**config.mk**
```make
export PLATFORM = sky130hd
export DESIGN_NAME = xdk_mul
export DESIGN_NICKNAME = d
export VERILOG_FILES = /design/src/rtl/xdk_mul.sv
export SDC_FILE = /design/constraint.sdc
export NUM_CORES = 2
export LEC_CHECK = 0
export BUFFER_PORTS_ARGS = -buffer_cell sky130_fd_sc_hd__buf_2
export CORE_ASPECT_RATIO = 1.2
export CORE_MARGIN = 1.5
export CORE_UTILIZATION = 45
export CTS_CLUSTER_DIAMETER = 50
export DETAILED_ROUTE_END_ITERATION = 7
export GPL_TIMING_DRIVEN = 1
export PLACE_DENSITY = 0.68
export SYNTH_ARGS = -nofsm -noshare
export SYNTH_HDL_FRONTEND = slang
export SYNTH_SLANG_ARGS = --single-unit
export TNS_END_PERCENT = 20
```
**constraint.sdc**
```tcl
create_clock -name clk -period 12.65 [get_ports clk]
set_clock_uncertainty 0.1 [all_clocks]
set_input_delay 1.265 -clock clk [delete_from_list [all_inputs] [get_ports clk]]
set_output_delay 1.265 -clock clk [all_outputs]
set_load 0.01 [all_outputs]
```
**src/rtl/xdk_mul.sv**
```systemverilog
// Shared signed multiplier with a registered product.
// No dependencies.
module xdk_mul (
    input  logic               clk,
    input  logic signed [31:0] a,
    input  logic signed [31:0] b,
    output logic signed [63:0] p
);
    logic signed [63:0] p_reg;

    always_ff @(posedge clk)
    begin
        p_reg <= a * b;
    end

    assign p = p_reg;
endmodule

```
==> flow_metrics.tcl <==
set metrics [dict create \
    critical_path.slowest_cell "fa_1" \
    clkTransAtPathRegs_ns 0.07 \
    critical-path-max-stage-delay_ns 1.03 \
    drtPass1Iterations 5 \
    fill_cells 7721 \
    cp-end-kind "flop" \
    fin_cells 4909 \
    cp.required_ns 12.88 \
    synth_top_cell_area_share_pct 58.16 \
    ys_top_cells_by_count "fa_1 (1082), inv_1 (952), and2_1 (516)" \
    crit_fanout 32 \
    hold_path_startpoint "a[0]" \
    finalCritPeriodShare_pct 76.40 \
    status "completed" \
    period_needed_ns 9.664 \
    cp.arrival_ns 9.89 \
    syn_nets 5215 \
    worstHoldPathCells 3 \
    antenna_found_initial 8 \
    hold_buffers 0 \
    start_util_pct 45.41 \
    dieHeight_um 318.1 \
    synthToLayoutAreaGrowth_pct 4.586 \
    grt.overflow.total 0 \
    drv_cap 0 \
    start_kind "input pin" \
    crit_type "input pin to flop" \
    path_delay_family "adder cells" \
    core_sq_um 82020 \
    ant_nets 0 \
    largest_register_ff_count 64 \
    hpwl_um 80730 \
    fin_nets 5178 \
    worst_pin_slew_ns 1.061 \
    seq_area_frac_synth_pct 3.440 \
    setup_violations 0 \
    drt_iter0_drc 1273 \
    synth_edf_count 0 \
    drv_slew 0 \
    routed_via_density 5.249 \
    hold_viol_final 0 \
    tns_ns 0 \
    drive_gt1_share_pct 4.907 \
    min_path_type "input pin to flop" \
    ys_warn_count 0 \
    dp.cells 4889 \
    die_area_sq_um 84500 \
    rows 115 \
    synth_flop_cell "dfxtp_1" \
    ctsResizeCount 0 \
    netlist_instances 3884 \
    drc 0 \
    cts_tree "done" \
    synth_area_per_cell_sq_um 9.589 \
    synth_top_area_cell "fa_1" \
    grt_usage_pct 25.18 \
    clockRootBuffer "clkbuf_16" \
    wire_per_inst_um 20.27 \
    num_vias 25770 \
    rsz0062_at_grt "false" \
    ios 129 \
    synth.most_common_cell "fa_1" \
    slew_headroom_pct 28.70 \
    post_cts_buffers 0 \
    async_reset_ff_share_pct 0 \
    grt_max_degree 33 \
    min_to "p[0]" \
    crit_top_cell "fa_1" \
    timing.fmax_mhz 103.5 \
    place.gp.congestion 0.9027 \
    path_buf_inv 6 \
    cts_buffer_depth 2 \
    io_buffer_count 128 \
    crit_chain "buf_2 -> and2_1 -> fa_1 -> fa_1 -> fa_1 -> fa_1 -> inv_1 -> fa_1 -> inv_1 -> fa_1 -> inv_1 -> fa_1 -> fa_1 -> inv_1 -> ha_1 -> and3_1 -> nand2_1 -> or3_1 -> o22a_1 -> o211ai_1 -> buf_4 -> a31oi_1 -> o31ai_1 -> xor2_1" \
    grt_pass1_wl_um 162600 \
    grt_pass1_vias 30030 \
    synth_area_sq_um 37240 \
    wirelength_um 99500 \
    yosys-top-cells-area "fa_1 (58%), inv_1 (9.6%), and2_1 (8.7%), ha_1 (6.2%), nand2_1 (5.2%)" \
    cts-htree-levels 3 \
    cts_buffers 9 \
    fp.dieW_um 265.6 \
    synth-seq-cells 64 \
    ys_types 63 \
    cts.sinks 64 \
]
-- worst max-delay path by stage --
stage,to,startpoint,slack (ns),cells after the start
floorplan,p[62],b[2],4.02,24
global placement,p[62],b[3],2.65,24
detailed placement,p[62],b[3],2.53,24
CTS,p[62],b[3],2.91,24
global route,p[62],b[3],2.52,24
finish,p[62],b[3],2.99,24
-- final cells by class --
type                            count  area (sq um)  area share (%)
Tap cell                         1053          1318           3.383
Antenna cell                        4         10.01         0.02570
Clock buffer                       11         232.7          0.5975
Sequential cell                    64          1281           3.289
Timing Repair Buffer              152         820.8           2.107
Clock inverter                      5         81.33          0.2088
Inverter                          952          3573           9.174
Multi-Input combinational cell   2668         31630           81.21
-- routing by layer --
metal  vias to the layer above  part of all wire, %  track usage, %
met5                         -                0.046               0
met4                         8                  5.9           13.14
met3                       288                  4.9           3.294
met2                       865                   54           45.80
met1                     13640                   36           28.68
li1                      10970                    -               -
-- worst min-delay path, cell delays in order --
cell and delay, ns:
buf_2 0.09, buf_4 0.25, and2_1 0.19
-- logic make-up (layout without fill, tap and decap cells) --
logic type	count (synthesis)	count (layout)	synth area share (%)
compound gates	193	193	3.464
xor+xnor	75	75	1.764
fa+ha+maj	1266	1266	64.34
buf+inv	1152	1120	11.62
flops	64	64	3.440
other cells	0	4	0
simple gates	1134	1134	15.37
-- stage by stage --
stage | util, % | setup slack (ns) | cell area, sq um | hold slack, ns
floorplan | - | 4.024 | 37240 | 1.292
global placement | 47.10 | 2.649 | 38630 | 1.559
detailed placement | 47.10 | 2.531 | 38630 | 1.557
CTS | 47.48 | 2.913 | 38940 | 1.351
global route | 47.48 | 2.522 | 38940 | 1.384
finish | 47.49 | 2.986 | 38950 | 1.366
-- cell usage in the layout, fill, tap and decap left out, types with 23 or more instances in the layout --
master / n
buf_2: 128
inv_1: 952
o21ai_0: 28
a21o_1: 23
a21oi_1: 68
xnor2_1: 53
dfxtp_1: 64
and2_1: 516
buf_4: 24
fa_1: 1082
nor2_1: 42
nand2_1: 511
ha_1: 184
Power is left out: the tool's default activity adds up to more than one toggle a clock period on the data nets, which glitch-free logic cannot reach.
