--- src/rtl/xdk_pkg.sv ---
// Shared types, constants and tables for the X-drive velocity loop.
// No dependencies; imported by xdk_cfg_regs and the top-level unit.
package xdk_pkg;

    localparam int CordicStepsDef = 16;
    localparam int CordicStepsMax = 24;
    localparam int DutyLimit      = 16384;
    localparam int InvGain        = 39797;
    localparam int DegToRadQ24    = 292818;

    localparam logic [2:0] REG_FULL_SPEED      = 3'd0;
    localparam logic [2:0] REG_ROTATE_FRACTION = 3'd1;
    localparam logic [2:0] REG_MAX_ROTATE_RATE = 3'd2;
    localparam logic [2:0] REG_WHEEL_ARM       = 3'd3;
    localparam logic [2:0] REG_VELOCITY_GAIN   = 3'd4;

    typedef enum logic [3:0] {
        ST_IDLE,
        ST_ROT0,
        ST_ROT1,
        ST_ROT2,
        ST_ROT3,
        ST_CORDIC,
        ST_GX,
        ST_GY,
        ST_SX,
        ST_SY,
        ST_WHEEL,
        ST_DONE
    } state_t;

    typedef struct packed {
        logic [14:0] full_speed;
        logic [14:0] rotate_fraction;
        logic [10:0] max_rotate_rate;
        logic [11:0] wheel_arm;
        logic [15:0] velocity_gain;
    } cfg_t;

    function automatic logic [31:0] atan_entry(input logic [4:0] idx);
        logic [31:0] v;
        begin
            case (idx)
                5'd0:  v = 32'h20000000;
                5'd1:  v = 32'h12E4051E;
                5'd2:  v = 32'h09FB385B;
                5'd3:  v = 32'h051111D4;
                5'd4:  v = 32'h028B0D43;
                5'd5:  v = 32'h0145D7E1;
                5'd6:  v = 32'h00A2F61E;
                5'd7:  v = 32'h00517C55;
                5'd8:  v = 32'h0028BE53;
                5'd9:  v = 32'h00145F2F;
                5'd10: v = 32'h000A2F98;
                5'd11: v = 32'h000517CC;
                5'd12: v = 32'h00028BE6;
                5'd13: v = 32'h000145F3;
                5'd14: v = 32'h0000A2FA;
                5'd15: v = 32'h0000517D;
                5'd16: v = 32'h000028BE;
                5'd17: v = 32'h0000145F;
                5'd18: v = 32'h00000A30;
                5'd19: v = 32'h00000518;
                5'd20: v = 32'h0000028C;
                5'd21: v = 32'h00000146;
                5'd22: v = 32'h000000A3;
                5'd23: v = 32'h00000051;
                default: v = 32'h0;
            endcase
            return v;
        end
    endfunction

endpackage

--- src/rtl/xdk_cfg_regs.sv ---
// Configuration register file of the X-drive velocity loop.
// Depends on xdk_pkg.
module xdk_cfg_regs (
    input  logic               clk,
    input  logic               rst_n,
    input  logic               cfg_valid,
    output logic               cfg_ready,
    input  logic [2:0]         cfg_index,
    input  logic [15:0]        cfg_data,
    output xdk_pkg::cfg_t      cfg
);
    import xdk_pkg::*;

    cfg_t cfg_reg;

    assign cfg_ready = 1'b1;
    assign cfg       = cfg_reg;

    always_ff @(posedge clk or negedge rst_n)
    begin
        if (!rst_n)
        begin
            cfg_reg.full_speed      <= 15'd4096;
            cfg_reg.rotate_fraction <= 15'd16384;
            cfg_reg.max_rotate_rate <= 11'd360;
            cfg_reg.wheel_arm       <= 12'd512;
            cfg_reg.velocity_gain   <= 16'd1311;
        end
        else if (cfg_valid)
        begin
            case (cfg_index)
                REG_FULL_SPEED:      cfg_reg.full_speed      <= cfg_data[14:0];
                REG_ROTATE_FRACTION: cfg_reg.rotate_fraction <= cfg_data[14:0];
                REG_MAX_ROTATE_RATE: cfg_reg.max_rotate_rate <= cfg_data[10:0];
                REG_WHEEL_ARM:       cfg_reg.wheel_arm       <= cfg_data[11:0];
                REG_VELOCITY_GAIN:   cfg_reg.velocity_gain   <= cfg_data;
                default: ;
            endcase
        end
    end
endmodule

--- config.mk ---
export PLATFORM = sky130hd
export DESIGN_NAME = xdk_cfg_regs
export DESIGN_NICKNAME = d
export VERILOG_FILES = /design/src/rtl/xdk_pkg.sv /design/src/rtl/xdk_cfg_regs.sv
export SDC_FILE = /design/constraint.sdc
export NUM_CORES = 1
export LEC_CHECK = 0
export BUFFER_PORTS_ARGS = -buffer_cell sky130_fd_sc_hd__buf_2
export CAP_MARGIN = 30
export CELL_PAD_IN_SITES_DETAIL_PLACEMENT = 1
export CELL_PAD_IN_SITES_GLOBAL_PLACEMENT = 1
export CORE_ASPECT_RATIO = 0.75
export CORE_MARGIN = 2
export CORE_UTILIZATION = 25
export DETAILED_ROUTE_END_ITERATION = 10
export PLACE_DENSITY = 0.65
export SLEW_MARGIN = 20
export SYNTH_ARGS = -nofsm -noshare
export SYNTH_HDL_FRONTEND = slang
export SYNTH_SLANG_ARGS = --single-unit
export TNS_END_PERCENT = 50
--- constraint.sdc ---
create_clock -name clk -period 1 [get_ports clk]
set_clock_uncertainty 0.1 [all_clocks]
set_input_delay 0.1 -clock clk [delete_from_list [all_inputs] [get_ports clk]]
set_output_delay 0.1 -clock clk [all_outputs]
set_load 0.1 [all_outputs]
==> results of run 1 <==
## final timing paths
check                             start      end  slack [ns]  depth (start not counted)
hold / removal             cfg_data[10]  cfg[64]        0.02                          2
max in group asynchronous         rst_n  cfg[34]        0.23                          3
setup reg to reg                cfg[26]  cfg[26]       -0.09                          2
setup / recovery                 cfg[8]   cfg[8]       -0.33                          1
min in group asynchronous         rst_n  cfg[67]        0.23                          3
hold reg to reg                 cfg[67]  cfg[67]        0.46                          1
## cells in the mapped netlist
cell | count | area share
conb_1 | 1 | 0.0014
buf_4 | 1 | 0.0028
mux2_1 | 1 | 0.0042
nor4b_4 | 1 | 0.0090
buf_2 | 4 | 0.0076
and4bb_2 | 1 | 0.0047
mux2_2 | 68 | 0.29
dfrtp_1 | 55 | 0.52
nor4bb_1 | 2 | 0.0076
buf_6 | 3 | 0.013
nand4b_1 | 1 | 0.0033
dfstp_2 | 14 | 0.14
## per-layer routing
metal | part of all wire | global-route usage | up-vias
met5 | 0 | 0 | -
met3 | 0.061 | 0.0512 | 7
met4 | 0.0095 | 0.0316 | 0
met1 | 0.42 | 0.183 | 949
li1 | - | - | 796
met2 | 0.51 | 0.246 | 56
## final cells by class
type	instances	share of cell area
clock inverters	3	0.00323
well taps	136	0.0314
flip-flops and latches	69	0.357
repair buffers	127	0.358
multi-input cells	75	0.198
clock buffers	13	0.0517
## power by group
| group | internal (µW) | switching (µW) |
|---|---|---|
| clock network | 1940 | 1150 |
| registers | 3810 | 741 |
| logic | 3400 | 5340 |
| total | 9150 | 7240 |
## timing repair
action,CTS,global route
gates cloned,0,0
hold buffers,16,0
endpoints found under the setup margin,113,112
resized for setup,35,10
setup buffers,8,3
pin swaps,3,1
hold endpoints to repair,117,0
## metrics by stage
stage / power (µW) / TNS [ns]
2_1_floorplan: 9570 / -11.63
3_3_place_gp: 12900 / -21.52
3_5_place_dp: 13000 / -23.58
4_1_cts: 16500 / -14.24
5_1_grt: 16900 / -15.59
6_report: 16400 / -13.42
## logic make-up after synthesis
group                  count (synthesis)
flip-flops                            69
AND/OR/NAND/NOR                        5
multiplexers                          69
other                                  1
buffers and inverters                  8
==> results.cfg, run 1 <==
[floorplan]
die-area_um2 = 11500
core_region_area_um2 = 10300
start_util = 0.258
die_x_um = 123
pin_count = 92
die-height_um = 93.2
rows = 32

[yosys]
synth_xor_area_frac = 0
synth_fa_ha_area_frac = 0
synth_mux_area_frac = 0.293
syn_nets = 174
synth_compound_area_frac = 0
synth_simple_gate_area_frac = 0.0245
synth_area_um2 = 2650
synth_cell_types = 12
synthCells = 152
synth_top_family_by_area = multiplexers
seq_area_frac_synth = 0.658
yosys_warnings = 0
avgSynthCellArea_um2 = 17.4
synth_seq_cells = 69

[routing]
viasPerCell = 4.27
wl_mm = 7.91
post_drt_wl_per_cell_um = 18.7
final_antenna_net_count = 0
drc = 0
via_count = 1808
first_pass_iters = 4
drtIter0Drc = 32

[finish]
seq_area_um2 = 1940
layout_commonest_cell = buf_12
largest_reg_flops = 69
areaGrowthSynthToFinish_pct = 104
diodes = 0
stdcell_count = 423
multi_input_area_um2 = 1070
utilization = 0.527
fin_nets = 304
drive_above_1_share = 0.937
layout_common_cells = 74 x buf_12, 53 x mux2_4, 28 x dfrtp_4
post-route-cell-area_um2 = 5420
fillers = 918

[cts]
cts_buffers = 9
clkSinkCount = 69
insertion_delay_ns = 0.32
htree_levels = 3
cts_buffer_depth = 2
clock_tree.root_cell = clkbuf_16
cts.reportedPaths.clkPinSlew_ns = 0.06
cts_tree = done

[worst_setup_path]
critPathRequiredTime_ns = 0.80
path_max_fanout = 2
critPathLaunchType = flop
crit_arrival_ns = 1.13
worstSetupPathType = reg2out
path_cells = buf_12
crit_buf_inv = 1
slowest_stage = dfstp_4
critPathMaxStageDelay_ns = 0.63
path_delay_family = flip-flops
crit_path_end_kind = primary output

[power_and_ir_drop]
peakVddDrop_uv = 1520
pwr_density_cell_nw_per_um2 = 3020
p_leak_uw = 0.00234

[timing]
period_minus_slack_ns = 1.33
setup_viol = 83
drv_slew = 0
rsz0062_at_grt = yes
hold_ws_ns = 0.0154
max_freq_ghz = 0.751
min_period_over_period = 1.33
fin_ws_ns = -0.331
hold_viol = 0

[global_routing]
antenna_found_initial = 0
overflow = 0
grtUsageTotal = 0.147
grt_max_degree = 70
grt_pass1_vias = 2135
grt_pass1_wl_mm = 12.4

[run_status]
run_status = finished, violations left
violations = setup timing

[placement]
place_area_um2 = 4720
gp_congestion = 0.670
port_buffers = 90
dp.cells = 380
dp_slack_ns = -0.446
hpwl_mm = 5.29

[run]
maxCapViolCount = 0

[hold_path]
hold_path.class = in2reg
(Power assumes the default switching activity.)
==> run 2: changes to the inputs <==
--- a/config.mk
+++ b/config.mk
@@ -13,7 +13,7 @@
 export CORE_MARGIN = 2
 export CORE_UTILIZATION = 25
 export DETAILED_ROUTE_END_ITERATION = 10
-export PLACE_DENSITY = 0.65
+export PLACE_DENSITY_LB_ADDON = 0.3
 export SLEW_MARGIN = 20
 export SYNTH_ARGS = -nofsm -noshare
 export SYNTH_HDL_FRONTEND = slang
==> results.cfg, run 2 (synthesis results as in run 1) <==
[hold_path]
hold_path.class = in2reg
min_from = cfg_index[0]
whs_path_depth = 4

[timing]
setup_viol = 93
min_period_over_period = 1.34
rsz0062_at_grt = yes
drv_slew = 0
hold_viol = 0
max_freq_ghz = 0.747
tns_ns = -14.27
fin_ws_ns = -0.339
period_minus_slack_ns = 1.34

[cts]
htree_levels = 3
cts.reportedPaths.clkPinSlew_ns = 0.06
clock_tree.root_cell = clkbuf_16
cts_buffers = 9
insertion_delay_ns = 0.33
clkSinkCount = 69
cts_buffer_depth = 2
cts_tree = done

[worst_setup_path]
path_delay_family = flip-flops
worstRegToRegCells = 2
critPathLaunch = cfg[25]
path_max_fanout = 2
cp_num_cells = 1
reg2reg_from = cfg[40]
crit_path_end_kind = primary output
critPathRequiredTime_ns = 0.80
reg2reg_slack_ns = -0.08
path_cells = buf_12
crit_buf_inv = 1
worstSetupPathType = reg2out
critPathLaunchType = flop
slowest_stage = dfstp_4
crit_arrival_ns = 1.14
critPathMaxStageDelay_ns = 0.63

[global_routing]
grt_pass1_vias = 2065
grtUsageTotal = 0.151
overflow = 0
antenna_found_initial = 0
grt_pass1_wl_mm = 12.7
grt_max_degree = 70

[floorplan]
core_region_area_um2 = 10300
pin_count = 92
die_x_um = 123
rows = 32
die-area_um2 = 11500
die-height_um = 93.2
start_util = 0.258

[finish]
fin_nets = 310
drive_above_1_share = 0.935
diodes = 0
layout_commonest_cell = buf_12
layout_common_cells = 76 x buf_12, 52 x mux2_4, 28 x dfrtp_4
largest_reg_flops = 69
areaGrowthSynthToFinish_pct = 107
fillers = 923
utilization = 0.535

[routing]
via_count = 1837
drc = 0
viasPerCell = 4.28
drtIter0Drc = 61
final_antenna_net_count = 0
post_drt_wl_per_cell_um = 18.4
first_pass_iters = 3
wl_mm = 7.88

[run]
maxCapViolCount = 0

[placement]
port_buffers = 90
gp_congestion = 0.696
dp_slack_ns = -0.419
hpwl_mm = 5.17

[power_and_ir_drop]
peakVddDrop_uv = 1500
p_leak_uw = 0.00237
pwr_density_cell_nw_per_um2 = 3010
total_power_uw = 16500

[run_status]
violations = setup timing
run_status = finished, violations left
==> run 2: cell count changes in the layout (fill, tap and decap cells not counted), moves of 2 or more <==
cell,change
clkbuf_8,-4
buf_12,+2
buf_4,-3
clkinv_2,+2
buf_6,+5
==> run 2: layout make-up <==
type                            instances  area (µm²)  area share
Sequential cell                        69        1940       0.352
Clock inverter                          7        66.3      0.0121
Multi-Input combinational cell         75        1070       0.195
Timing Repair Buffer                  133        2030       0.369
Clock buffer                            9         225      0.0409
Tap cell                              136         170      0.0309
==> run 2: final timing paths <==
| path | endpoint |
|---|---|
| worst max-delay path | cfg[25] |
| worst min-delay path | cfg[65] |
| worst max register to register | cfg[40] |
| worst min register to register | cfg[6] |
| max in group asynchronous | cfg[1] |
| min in group asynchronous | cfg[24] |
==> run 2: worst min-delay path, cell delays in order <==
cell     delay (ns)
buf_12         0.09
nor4b_4        0.05
buf_6          0.14
mux2_4         0.19
==> run 2: repair_timing <==
item	4_1_cts	5_1_grt
gates resized for setup	25	28
pin swaps	2	0
hold buffers	17	0
setup endpoints to repair	110	122
setup buffers	12	5
hold endpoints to repair	128	0
==> run 2: power breakdown <==
| part | switching (µW) | internal (µW) | leakage (µW) |
|---|---|---|---|
| registers | 746 | 3810 | 0.000755 |
| clock network | 1180 | 1910 | 0.000145 |
| logic | 5390 | 3490 | 0.00147 |
==> run 2: per-stage QoR <==
step	hold WS, ns	area [µm²]	instances
2_1_floorplan	-0.296	2970	152
3_3_place_gp	0.0596	4720	379
3_5_place_dp	0.0605	4720	379
4_1_cts	0.183	5360	424
5_1_grt	0.178	5500	429
6_report	0.175	5500	429
==> run 2: routing by layer <==
layer | track usage | part of all wire
met2 | 0.204 | 0.43
met5 | 0 | 0
met3 | 0.0768 | 0.10
met1 | 0.206 | 0.46
met4 | 0.0517 | 0.014
